==> src/hw/rtl/lrrc_pkg.sv <==
package lrrc_pkg;
  localparam int DefByteCountBits = 48;
  localparam int DefRecordCountBits = 32;
  localparam logic [31:0] CrcPoly = 32'hEDB88320;
  localparam logic [31:0] AllOnes32 = 32'hFFFFFFFF;
  localparam logic [4:0] HdrLast = 5'd20;

  localparam logic [1:0] KindPayload = 2'd0;
  localparam logic [1:0] KindAccept = 2'd1;
  localparam logic [1:0] KindReject = 2'd2;
  localparam logic [1:0] KindSummary = 2'd3;

  typedef struct packed {
    logic       req_type;
    logic [7:0] data_byte;
  } in_item_t;

  typedef struct packed {
    logic [1:0]         kind;
    logic [7:0]         payload_byte;
    logic               payload_is_value;
    logic [7:0]         op_code;
    logic signed [63:0] stamp_ms;
    logic [31:0]        key_length;
    logic [31:0]        value_length;
    logic [31:0]        records_count;
    logic [47:0]        accepted_bytes;
    logic               truncated;
    logic               last_of_run;
  } out_item_t;

  // classified work handed from front to back
  typedef struct packed {
    logic       eol;
    logic       hdr;
    logic [4:0] idx;
    logic       is_value;
    logic       rec_end;
    logic [7:0] data;
  } work_t;

  function automatic logic [31:0] crc_byte(logic [31:0] c, logic [7:0] b);
    logic [31:0] r;
    r = c ^ {24'd0, b};
    for (int i = 0; i < 8; i++) begin
      r = r[0] ? (CrcPoly ^ (r >> 1)) : (r >> 1);
    end
    return r;
  endfunction
endpackage

==> src/hw/rtl/lrrc_fifo.sv <==
module lrrc_fifo import lrrc_pkg::*; (
  input  logic  clk,
  input  logic  rst,
  input  logic  wr_valid,
  output logic  wr_ready,
  input  work_t wr_data,
  output logic  rd_valid,
  input  logic  rd_ready,
  output work_t rd_data
);
  work_t mem [2];
  logic wp, rp;
  logic [1:0] cnt;

  assign wr_ready = (cnt != 2'd2);
  assign rd_valid = (cnt != 2'd0);
  assign rd_data = mem[rp];

  always_ff @(posedge clk) begin
    if (rst) begin
      wp <= 1'b0;
      rp <= 1'b0;
      cnt <= 2'd0;
    end else begin
      if (wr_valid && wr_ready) begin
        mem[wp] <= wr_data;
        wp <= ~wp;
      end
      if (rd_valid && rd_ready) rp <= ~rp;
      cnt <= cnt + 2'(wr_valid && wr_ready) - 2'(rd_valid && rd_ready);
    end
  end
endmodule

==> src/hw/rtl/lrrc_front.sv <==
module lrrc_front import lrrc_pkg::*; (
  input  logic     clk,
  input  logic     rst,
  input  logic     in_valid,
  output logic     in_ready,
  input  in_item_t in_item,
  output logic     wk_valid,
  input  logic     wk_ready,
  output work_t    wk_data
);
  // front tracks header and payload position of every transfer
  logic [4:0]  header_index;
  logic        in_payload;
  logic [31:0] key_len, value_len;
  logic [32:0] payload_left;
  logic [32:0] body_len;
  logic        last_hdr;

  assign in_ready = wk_ready;
  assign wk_valid = in_valid;
  assign last_hdr = !in_payload && (header_index == HdrLast);
  assign body_len = {1'b0, key_len} + {1'b0, in_item.data_byte, value_len[23:0]};

  always_comb begin
    wk_data.eol = in_item.req_type;
    wk_data.hdr = !in_payload;
    wk_data.idx = header_index;
    wk_data.is_value = (payload_left <= {1'b0, value_len});
    wk_data.rec_end = in_payload ? (payload_left == 33'd1) : (last_hdr && (body_len == 33'd0));
    wk_data.data = in_item.data_byte;
  end

  always_ff @(posedge clk) begin
    if (rst) begin
      header_index <= '0;
      in_payload <= 1'b0;
      key_len <= '0;
      value_len <= '0;
      payload_left <= '0;
    end else if (in_valid && in_ready) begin
      if (in_item.req_type) begin
        header_index <= '0;
        in_payload <= 1'b0;
        payload_left <= '0;
      end else if (in_payload) begin
        payload_left <= payload_left - 33'd1;
        if (payload_left == 33'd1) in_payload <= 1'b0;
      end else begin
        if (header_index >= 5'd13 && header_index <= 5'd16)
          key_len[8*(header_index - 5'd13) +: 8] <= in_item.data_byte;
        if (header_index >= 5'd17)
          value_len[8*(header_index - 5'd17) +: 8] <= in_item.data_byte;
        if (last_hdr) begin
          header_index <= '0;
          payload_left <= body_len;
          in_payload <= (body_len != 33'd0);
        end else begin
          header_index <= header_index + 5'd1;
        end
      end
    end
  end
endmodule

==> src/hw/rtl/lrrc_back.sv <==
module lrrc_back import lrrc_pkg::*; #(
  parameter int BYTE_COUNT_BITS = DefByteCountBits,
  parameter int RECORD_COUNT_BITS = DefRecordCountBits
) (
  input  logic       clk,
  input  logic       rst,
  input  logic [7:0] max_op,
  input  logic       wk_valid,
  output logic       wk_ready,
  input  work_t      wk_data,
  output logic       out_valid,
  input  logic       out_ready,
  output out_item_t  out_item
);
  localparam logic [BYTE_COUNT_BITS-1:0] ByteMax = '1;
  localparam logic [RECORD_COUNT_BITS-1:0] RecMax = '1;

  logic [31:0] stored_check, running_check, key_len_reg, value_len_reg;
  logic [63:0] stamp_reg;
  logic [7:0]  op_reg;
  logic [RECORD_COUNT_BITS-1:0] accepted_count;
  logic [BYTE_COUNT_BITS-1:0]   good_byte_count, total_byte_count;
  logic stopped;

  logic [31:0] stored_check_next, running_check_next, key_len_reg_next, value_len_reg_next;
  logic [63:0] stamp_reg_next;
  logic [7:0]  op_reg_next;
  logic [RECORD_COUNT_BITS-1:0] accepted_count_next;
  logic [BYTE_COUNT_BITS-1:0]   good_byte_count_next, total_byte_count_next;
  logic stopped_next;

  // two output slots: primary and a held verdict
  logic      o_valid, v_valid, o_valid_next, v_valid_next;
  out_item_t v_item, out_item_next, v_item_next;

  logic [31:0] crc_new, vl_new;
  logic [33:0] rec_len;
  logic [BYTE_COUNT_BITS:0] good_sum;
  logic fire, last_hdr, ok_now;

  function automatic out_item_t verdict(logic ok, logic [7:0] op, logic [63:0] st,
                                        logic [31:0] kl, logic [31:0] vl);
    out_item_t r;
    r = '0;
    r.kind = ok ? KindAccept : KindReject;
    r.op_code = op;
    r.stamp_ms = st;
    r.key_length = kl;
    r.value_length = vl;
    r.last_of_run = 1'b1;
    return r;
  endfunction

  assign out_valid = o_valid;
  assign wk_ready = !v_valid && (!o_valid || out_ready);
  assign fire = wk_valid && wk_ready;
  assign crc_new = crc_byte(running_check, wk_data.data);
  assign last_hdr = wk_data.hdr && (wk_data.idx == HdrLast);
  assign vl_new = last_hdr ? {wk_data.data, value_len_reg[23:0]} : value_len_reg;
  assign ok_now = ((crc_new ^ AllOnes32) == stored_check) && (op_reg <= max_op);
  assign rec_len = 34'd21 + {2'b0, key_len_reg} + {2'b0, vl_new};
  assign good_sum = {1'b0, good_byte_count} + (BYTE_COUNT_BITS + 1)'(rec_len);

  always_comb begin
    stored_check_next = stored_check;
    running_check_next = running_check;
    key_len_reg_next = key_len_reg;
    value_len_reg_next = value_len_reg;
    stamp_reg_next = stamp_reg;
    op_reg_next = op_reg;
    accepted_count_next = accepted_count;
    good_byte_count_next = good_byte_count;
    total_byte_count_next = total_byte_count;
    stopped_next = stopped;
    o_valid_next = o_valid;
    out_item_next = out_item;
    v_valid_next = v_valid;
    v_item_next = v_item;
    if (o_valid && out_ready) begin
      o_valid_next = v_valid;
      out_item_next = v_item;
      v_valid_next = 1'b0;
    end
    if (fire) begin
      if (wk_data.eol) begin
        o_valid_next = 1'b1;
        out_item_next = '0;
        out_item_next.kind = KindSummary;
        out_item_next.records_count = 32'(accepted_count);
        out_item_next.accepted_bytes = 48'(good_byte_count);
        out_item_next.truncated = (!wk_data.hdr) || (wk_data.idx != 5'd0) || stopped;
        out_item_next.last_of_run = 1'b1;
        stored_check_next = '0;
        running_check_next = AllOnes32;
        key_len_reg_next = '0;
        value_len_reg_next = '0;
        stamp_reg_next = '0;
        op_reg_next = '0;
        accepted_count_next = '0;
        good_byte_count_next = '0;
        total_byte_count_next = '0;
        stopped_next = 1'b0;
      end else begin
        if (total_byte_count != ByteMax)
          total_byte_count_next = total_byte_count + BYTE_COUNT_BITS'(1);
        if (!stopped) begin
          if (!wk_data.hdr) begin
            running_check_next = crc_new;
            o_valid_next = 1'b1;
            out_item_next = '0;
            out_item_next.kind = KindPayload;
            out_item_next.payload_byte = wk_data.data;
            out_item_next.payload_is_value = wk_data.is_value;
            out_item_next.last_of_run = !wk_data.rec_end;
          end else begin
            unique case (wk_data.idx)
              5'd0: begin
                stored_check_next = {24'd0, wk_data.data};
                stamp_reg_next = '0;
                op_reg_next = '0;
                key_len_reg_next = '0;
                value_len_reg_next = '0;
                running_check_next = AllOnes32;
              end
              5'd1, 5'd2, 5'd3:
                stored_check_next[8*wk_data.idx[1:0] +: 8] = wk_data.data;
              5'd4, 5'd5, 5'd6, 5'd7, 5'd8, 5'd9, 5'd10, 5'd11:
                stamp_reg_next[8*(wk_data.idx - 5'd4) +: 8] = wk_data.data;
              5'd12: op_reg_next = wk_data.data;
              5'd13, 5'd14, 5'd15, 5'd16:
                key_len_reg_next[8*(wk_data.idx - 5'd13) +: 8] = wk_data.data;
              default:
                value_len_reg_next[8*(wk_data.idx - 5'd17) +: 8] = wk_data.data;
            endcase
            if (wk_data.idx >= 5'd4) running_check_next = crc_new;
          end
          if (wk_data.rec_end) begin
            running_check_next = AllOnes32;
            if (ok_now) begin
              if (accepted_count != RecMax)
                accepted_count_next = accepted_count + RECORD_COUNT_BITS'(1);
              good_byte_count_next = good_sum[BYTE_COUNT_BITS] ? ByteMax :
                                     good_sum[BYTE_COUNT_BITS-1:0];
            end else begin
              stopped_next = 1'b1;
            end
            if (wk_data.hdr) begin
              o_valid_next = 1'b1;
              out_item_next = verdict(ok_now, op_reg, stamp_reg, key_len_reg, vl_new);
            end else begin
              v_valid_next = 1'b1;
              v_item_next = verdict(ok_now, op_reg, stamp_reg, key_len_reg, vl_new);
            end
          end
        end
      end
    end
  end

  always_ff @(posedge clk) begin
    if (rst) begin
      o_valid <= 1'b0;
      v_valid <= 1'b0;
      out_item <= '0;
      v_item <= '0;
      stored_check <= '0;
      running_check <= AllOnes32;
      key_len_reg <= '0;
      value_len_reg <= '0;
      stamp_reg <= '0;
      op_reg <= '0;
      accepted_count <= '0;
      good_byte_count <= '0;
      total_byte_count <= '0;
      stopped <= 1'b0;
    end else begin
      o_valid <= o_valid_next;
      v_valid <= v_valid_next;
      out_item <= out_item_next;
      v_item <= v_item_next;
      stored_check <= stored_check_next;
      running_check <= running_check_next;
      key_len_reg <= key_len_reg_next;
      value_len_reg <= value_len_reg_next;
      stamp_reg <= stamp_reg_next;
      op_reg <= op_reg_next;
      accepted_count <= accepted_count_next;
      good_byte_count <= good_byte_count_next;
      total_byte_count <= total_byte_count_next;
      stopped <= stopped_next;
    end
  end
endmodule

==> src/hw/rtl/log_record_replay_checker_core.sv <==
// Write-ahead log record checker. Takes one log byte per cycle (or an end-of-log
// request) on in_valid/in_ready unless held by back-pressure, and emits payload
// bytes, record verdicts and an end-of-log summary on out_valid/out_ready. A front
// stage tracks the header and payload position and a two-entry queue feeds the
// back stage, which runs a byte-wide CRC-32 and the header capture, so the first
// result of a transfer is registered in the queue and then in the back stage's
// output slot. Items flow at one per cycle while out_ready stays high, except
// that a payload byte that ends a record gives two results and holds the back
// stage while the verdict drains. max_op is written through cfg_valid/cfg_ready.
module log_record_replay_checker_core import lrrc_pkg::*; #(
  parameter int BYTE_COUNT_BITS = DefByteCountBits,
  parameter int RECORD_COUNT_BITS = DefRecordCountBits
) (
  input  logic      clk,
  input  logic      rst,
  input  logic      cfg_valid,
  output logic      cfg_ready,
  input  logic [7:0] cfg_data,
  input  logic      in_valid,
  output logic      in_ready,
  input  in_item_t  in_item,
  output logic      out_valid,
  input  logic      out_ready,
  output out_item_t out_item
);
  logic [7:0] max_op;
  logic f_valid, f_ready, q_valid, q_ready;
  work_t f_data, q_data;

  assign cfg_ready = 1'b1;
  always_ff @(posedge clk) begin
    if (rst) max_op <= 8'd1;
    else if (cfg_valid) max_op <= cfg_data;
  end

  lrrc_front u_front (
    .clk, .rst, .in_valid, .in_ready, .in_item,
    .wk_valid(f_valid), .wk_ready(f_ready), .wk_data(f_data)
  );

  lrrc_fifo u_fifo (
    .clk, .rst, .wr_valid(f_valid), .wr_ready(f_ready), .wr_data(f_data),
    .rd_valid(q_valid), .rd_ready(q_ready), .rd_data(q_data)
  );

  lrrc_back #(
    .BYTE_COUNT_BITS(BYTE_COUNT_BITS), .RECORD_COUNT_BITS(RECORD_COUNT_BITS)
  ) u_back (
    .clk, .rst, .max_op, .wk_valid(q_valid), .wk_ready(q_ready), .wk_data(q_data),
    .out_valid, .out_ready, .out_item
  );
endmodule

==> config.mk <==
export PLATFORM = sky130hd
export DESIGN_NAME = log_record_replay_checker_core
export DESIGN_NICKNAME = d
export VERILOG_FILES = /design/src/hw/rtl/lrrc_pkg.sv /design/src/hw/rtl/lrrc_fifo.sv /design/src/hw/rtl/lrrc_front.sv /design/src/hw/rtl/lrrc_back.sv /design/src/hw/rtl/log_record_replay_checker_core.sv
export SDC_FILE = /design/constraint.sdc
export NUM_CORES = 2
export LEC_CHECK = 0
export ABC_CLOCK_PERIOD_IN_PS = 16250
export BUFFER_PORTS_ARGS = -buffer_cell sky130_fd_sc_hd__buf_2
export CORE_MARGIN = 5
export CORE_UTILIZATION = 66
export CTS_CLUSTER_DIAMETER = 40
export DETAILED_ROUTE_END_ITERATION = 7
export PLACE_DENSITY = 0.86
export SLEW_MARGIN = 10
export SYNTH_ARGS = -nofsm -noshare
export SYNTH_HDL_FRONTEND = slang
export SYNTH_SLANG_ARGS = --single-unit
==> constraint.sdc <==
create_clock -name clk -period 16.25 [get_ports clk]
set_clock_uncertainty 0.05 [all_clocks]
set_input_delay 1.625 -clock clk [delete_from_list [all_inputs] [get_ports clk]]
set_output_delay 1.625 -clock clk [all_outputs]
set_load 0.02 [all_outputs]
# Word-level counts from Yosys, hierarchy flattened
# Memory sizes are Yosys's and may differ from the RTL's. A register that Yosys moved wholly into a read port is not among the register bits.
# Cells that the tools add are included.
[totals]
wordCells = 259
inputBits = 22
ram_bits = 34
n_memories = 1
reg_bits = 766
output_inout_bits = 232
[mem_list]
columns = ["name", "words", "word_bits", "read_ports", "rd_clocked_by_memory_dff", "wr", "line_no", "rtl"]
rows = [
  ["u_fifo.mem", 2, 17, 1, 1, 1, "lrrc_fifo.sv:11", "work_t mem [2];"],
]
[op_classes]
magnitude_cmp = 6
n_reduce_logical = 48
muxes = 92
n_addsub = 20
bitwise = 17
n_eq_ne = 26
shift = 12
[op_table]
columns = ["cell", "n"]
rows = [
  ["two-way mux 229 bit", 7],
  ["two-way mux 32 bit", 29],
  ["two-way mux 48 bit", 5],
  ["two-way mux 64 bit", 3],
  ["case mux 32 bit (2 select lines)", 3],
  ["negator 32 -> 34 bit", 5],
  ["variable shift 8 x 34 -> 32 bit, first input constant", 5],
  ["indexed part select 8 x 34 -> 32 bit", 5],
  ["bitwise mux 32 bit", 5],
  ["case mux 64 bit (2 select lines)", 1],
  ["inverter 13 -> 14 bit", 8],
  ["two-way mux 33 bit", 3],
  ["bitwise mux 64 bit", 1],
  ["variable shift 8 x 34 -> 64 bit, first input constant", 1],
  ["indexed part select 8 x 34 -> 64 bit", 1],
  ["adder 48 x 34 -> 49 bit", 1],
  ["equality test 5 x 4 -> 1 bit, second input constant", 8],
  ["adder 34 x 32 -> 34 bit", 1],
  ["negator 5 -> 34 bit", 1],
  ["adder 32 x 32 -> 33 bit", 1],
  ["adder 5 x 32 -> 33 bit, first input constant", 1],
  ["equality test 33 x 1 -> 1 bit, second input constant", 1],
  ["less-or-equal comparator 33 x 32 -> 1 bit", 1],
  ["zero test 33 bit", 1],
  ["other kinds (46)", 123],
]

# Depth between registers and ports, before layout
[logic_depth]
word_depth = 26
mapped_depth = 32
ltp_nobuf = 30

# Hierarchy
# From an unflattened synthesis, not the netlist that was laid out.
[unflattened]
cells_unflattened = 5048
hier_area_um2 = 40998.1
[modules_own_cells]
columns = ["mod", "area_per_inst_um2", "seq_area_each_um2", "cells_each", "instances"]
rows = [
  ["lrrc_back", 30917.2, 13032.5, 3850, 1],
  ["lrrc_front", 8287.9, 2062.0, 1086, 1],
  ["lrrc_fifo", 1491.4, 1121.1, 84, 1],
  ["log_record_replay_checker_core", 301.5, 160.2, 28, 1],
]

# Worst setup path after synthesis
# Ideal clock, no wire load.
[synth_path]
kind = "reg-to-reg"
startpoint = "register (tool-made name)"
endpoint = "register u_back.good_byte_count[44]"
path_stages_with_launch = 32
arrival_ns = 7.033
synth_period_minus_slack_ns = 7.164
setup_ns = 0.081
required_ns = 16.119
setup_slack_ns = 9.086
n_path_buf = 5
path_cell_list = "dfxtp_1 > buf_6 > buf_2 > buf_1 > mux2i_1 > ha_1 > clkbuf_1 > nand2_1 > nor3_1 > clkbuf_1 > nor2_1 > a21oi_1 > ha_1 > and3_1 > nand3_1 > o21ai_0 > a41oi_1 > a21oi_1 > and3_1 > nor3_1 > xnor2_1 > ha_1 > a21o_1 > a21oi_1 > o22ai_1 > a211oi_1 > o21a_1 > or4_1 > or4_1 > nor2_1 > o21ai_0 > a41oi_1"
[synth_rtl]
columns = ["item", "line_no", "rtl"]
rows = [
  ["end signal, assigned", "lrrc_back.sv:188", "good_byte_count <= good_byte_count_next;"],
  ["end, declared", "lrrc_back.sv:22", "logic [BYTE_COUNT_BITS-1:0] good_byte_count, total_byte_count;"],
]

==> impl_metrics.csv <==
group,metric,value,unit
outcome,status,"finished with violations",
outcome,violations,"DRC",
timing,tightest_slew,1.39,ns
timing,holdWs,0.402,ns
yosys,netlist_instances,5202,
yosys,synth_top_area_frac,0.367,
placed_design,gp_congestion,0.961,
die,initial_core_util,0.665,
final_layout,fillers,4571,
yosys,synth_top_cell_by_area,"dfxtp_1",
clocking,cts_tree,"built",
die,rows,92,
clocking,clk_latency,0.69,ns
worst_setup_path,crit_type,"flop to flop",
drt,dr_wl_met3,14100,um
clocking,cts.htree.levels,3,
worst_setup_path,reg2reg_to,"u_back.good_byte_count[7]",
worst_setup_path,r2r_cells,25,
drt,routed_wl,130000,um
die,coreArea,63000,um^2
timing,post-route-period-util,0.509,
clocking,cts_hold_buf,0,
die,die_h,262,um
worst_setup_path,cp.arrival,8.81,ns
drt,drc,3,
drt,dr.pass1.iters,8,
yosys,netlist_top_cells_count,"nand2_1, dfxtp_1, nor2_1",
yosys,synth_top_flop_cell,"dfxtp_1",
drt,vias_per_cell,6.39,
drt,m1WireLength,50300,um
final_layout,fin_cells,6260,
timing,drv_slew,0,
placed_design,placed_cells,6052,
clocking,cts_resized,0,
yosys,syn_area,41900,um^2
global_routing,grt_max_degree,191,
pwr,power_density,141,nW/um^2
yosys,syn_area_per_cell,8.05,um^2
final_layout,final_nets,5541,
yosys,ys_ff_latch,801,
yosys,ys_warn_count,0,
clocking,cts_buffer_depth,3,
timing,rsz0062_at_grt,"false",
placed_design,hpwl,86400,um
worst_setup_path,crit_path_end,"u_back.good_byte_count[7]",
final_layout,largest_reg_flops,229,
clocking,cts_sinks,801,
timing,hold_viol,0,
global_routing,antenna_found_initial,9,
yosys,synth_nets,5428,
timing,max_freq,121,MHz
final_layout,drive_gt1_frac,0.105,
global_routing,grt_pass1_wl,201000,um
drt,wl_met2,57900,um
drt,wl_per_cell,20.7,um
global_routing,grt_pass1_vias,36800,
final_layout,area_delta_synth_final,13.3,%
min_path,hold_depth,2,
worst_setup_path,start_kind,"flop",
yosys,post-synth-top-count-cell,"nand2_1",
drt,drtIter0Drc,5341,
worst_setup_path,crit_fanout,29,
yosys,synth_async_sr_flop_share,0,
drt,ant_nets,0,
clocking,post-cts-setup-buffer-count,0,
die,io_pins,254,
timing,fin_crit,8.28,ns
worst_setup_path,endpoint_kind,"flop",
final_layout,regArea,16400,um^2
global_routing,overflow,0,
die,die_w,262,um
worst_setup_path,cp.required,16.79,ns
pwr,power_leakage,0.0189,uW
clocking,clkTransAtPathRegs,0.06,ns
timing,relSlewSlack,0.0679,
drt,routed.top_layer,"met5",
yosys,seq_area_frac_synth,0.391,
final_layout,multi_input_area,24000,um^2
drt,vias,40000,
die,die_area,68600,um^2
timing,setup_violations,0,
flow_run,max_cap_viol_count,0,
timing,final.setup.tns,0,ns
global_routing,grt.total_usage,0.359,
min_path,hp-class,"flop to flop",
yosys,synth_cell_types,85,
clocking,clock-root-buffer,"clkbuf_16",
placed_design,port_buffers,252,
clocking,cts_buffers,107,
yosys,synthTopCellsByArea,"dfxtp_1, a21oi_1, nand2_1",
yosys,synth_edf_count,34,
pwr,max-vdd-ir-drop,0.000140,V
worst_setup_path,reg2reg_slack,7.97,ns
## through the flow
| step | power [uW] | instance area (um^2) | worst slack (ns) | util |
|---|---|---|---|---|
| 2_1_floorplan | 3560 | 41900 | 9.09 | - |
| 3_3_place_gp | 4060 | 43500 | 8.58 | 0.691 |
| 6_report | 6680 | 47500 | 7.97 | 0.754 |
| 4_1_cts | 6610 | 47400 | 8.15 | 0.753 |
| 3_5_place_dp | 4090 | 43500 | 8.23 | 0.691 |
| 5_1_grt | 6880 | 47500 | 7.33 | 0.754 |
## kinds of logic after synthesis
family | Yosys count | synth area share
other cells | 1 | 0.0000895
simple gates | 2074 | 0.217
buf+inv | 414 | 0.0380
compound gates | 1333 | 0.193
mux | 86 | 0.0229
flops | 801 | 0.391
fa+ha+maj | 204 | 0.0615
xor+xnor | 289 | 0.0766
## power breakdown
group          internal [uW]  switching (uW)  total [uW]
Clock                   1530             996        2530
Sequential              2020            66.5        2090
Combinational            703            1350        2060
## worst min path at each step
stage | to | slack (ns) | start
final | u_front.key_len[15] | 0.40 | u_front.key_len[15]
after global routing | u_back.v_item[121] | 0.41 | u_back.v_item[121]
after CTS | u_back.v_item[206] | 0.40 | u_back.v_item[206]
after detailed placement | u_back.v_item[108] | 0.40 | u_back.v_item[108]
after global placement | u_back.v_item[227] | 0.39 | u_back.v_item[227]
after floorplan | u_fifo.mem[0][12] | 0.37 | u_front.header_index[2]
## layer usage
metal	up-vias	track usage
met1	18900	0.471
met5	-	0
met4	6	0.176
li1	18500	-
met2	2178	0.563
met3	463	0.0830
## cells in the final DEF, fill, tap and decap left out, types with 19 or more instances in the layout
master,Yosys,layout
nor4_1,53,50
o21ai_0,154,154
ha_1,201,201
nor2_1,705,701
or3_1,22,22
clkbuf_16,0,108
a22oi_1,244,244
o21a_1,41,41
and2_1,29,28
a21oi_1,632,631
and3_1,40,40
a211oi_1,19,19
inv_1,118,118
nand3_1,112,112
nand2b_1,56,55
nand2_1,812,811
buf_4,4,45
xor2_1,78,78
edfxtp_1,34,34
buf_2,5,251
xnor3_1,34,34
nor2b_1,29,29
nor3_1,72,71
mux2i_1,64,62
nand4_1,65,65
dfxtp_1,767,766
o22ai_1,37,37
xnor2_1,160,160
a21o_1,55,55
## final cells by class
class,instances,area share
Multi-Input combinational cell,3987,0.506
Antenna cell,8,0.000422
Clock inverter,82,0.0235
Inverter,120,0.00949
Clock buffer,118,0.0588
Timing Repair Buffer,298,0.0343
Tap cell,846,0.0223
Sequential cell,801,0.345
## critical path: stages (launching register included)
cell and delay (ns):
dfxtp_2 0.97, mux2i_2 0.92, ha_1 0.81, nand2_1 0.24, nor3_1 0.29, buf_4 0.25, nor2_1 0.06, a21oi_1 0.27
ha_1 0.34, a21oi_1 0.28, o21ai_0 0.13, a41oi_1 0.23, a21oi_1 0.13, and3_1 0.21, nor3_1 0.21, xnor2_1 0.12
ha_1 0.39, nand4_1 0.13, nor2_1 0.19, nand4_1 0.12, o21a_1 0.26, nor4_1 0.52, and2_1 0.39, buf_4 0.38
nor2_1 0.08, o21ai_0 0.19
Power figures use the tool's default switching activity.
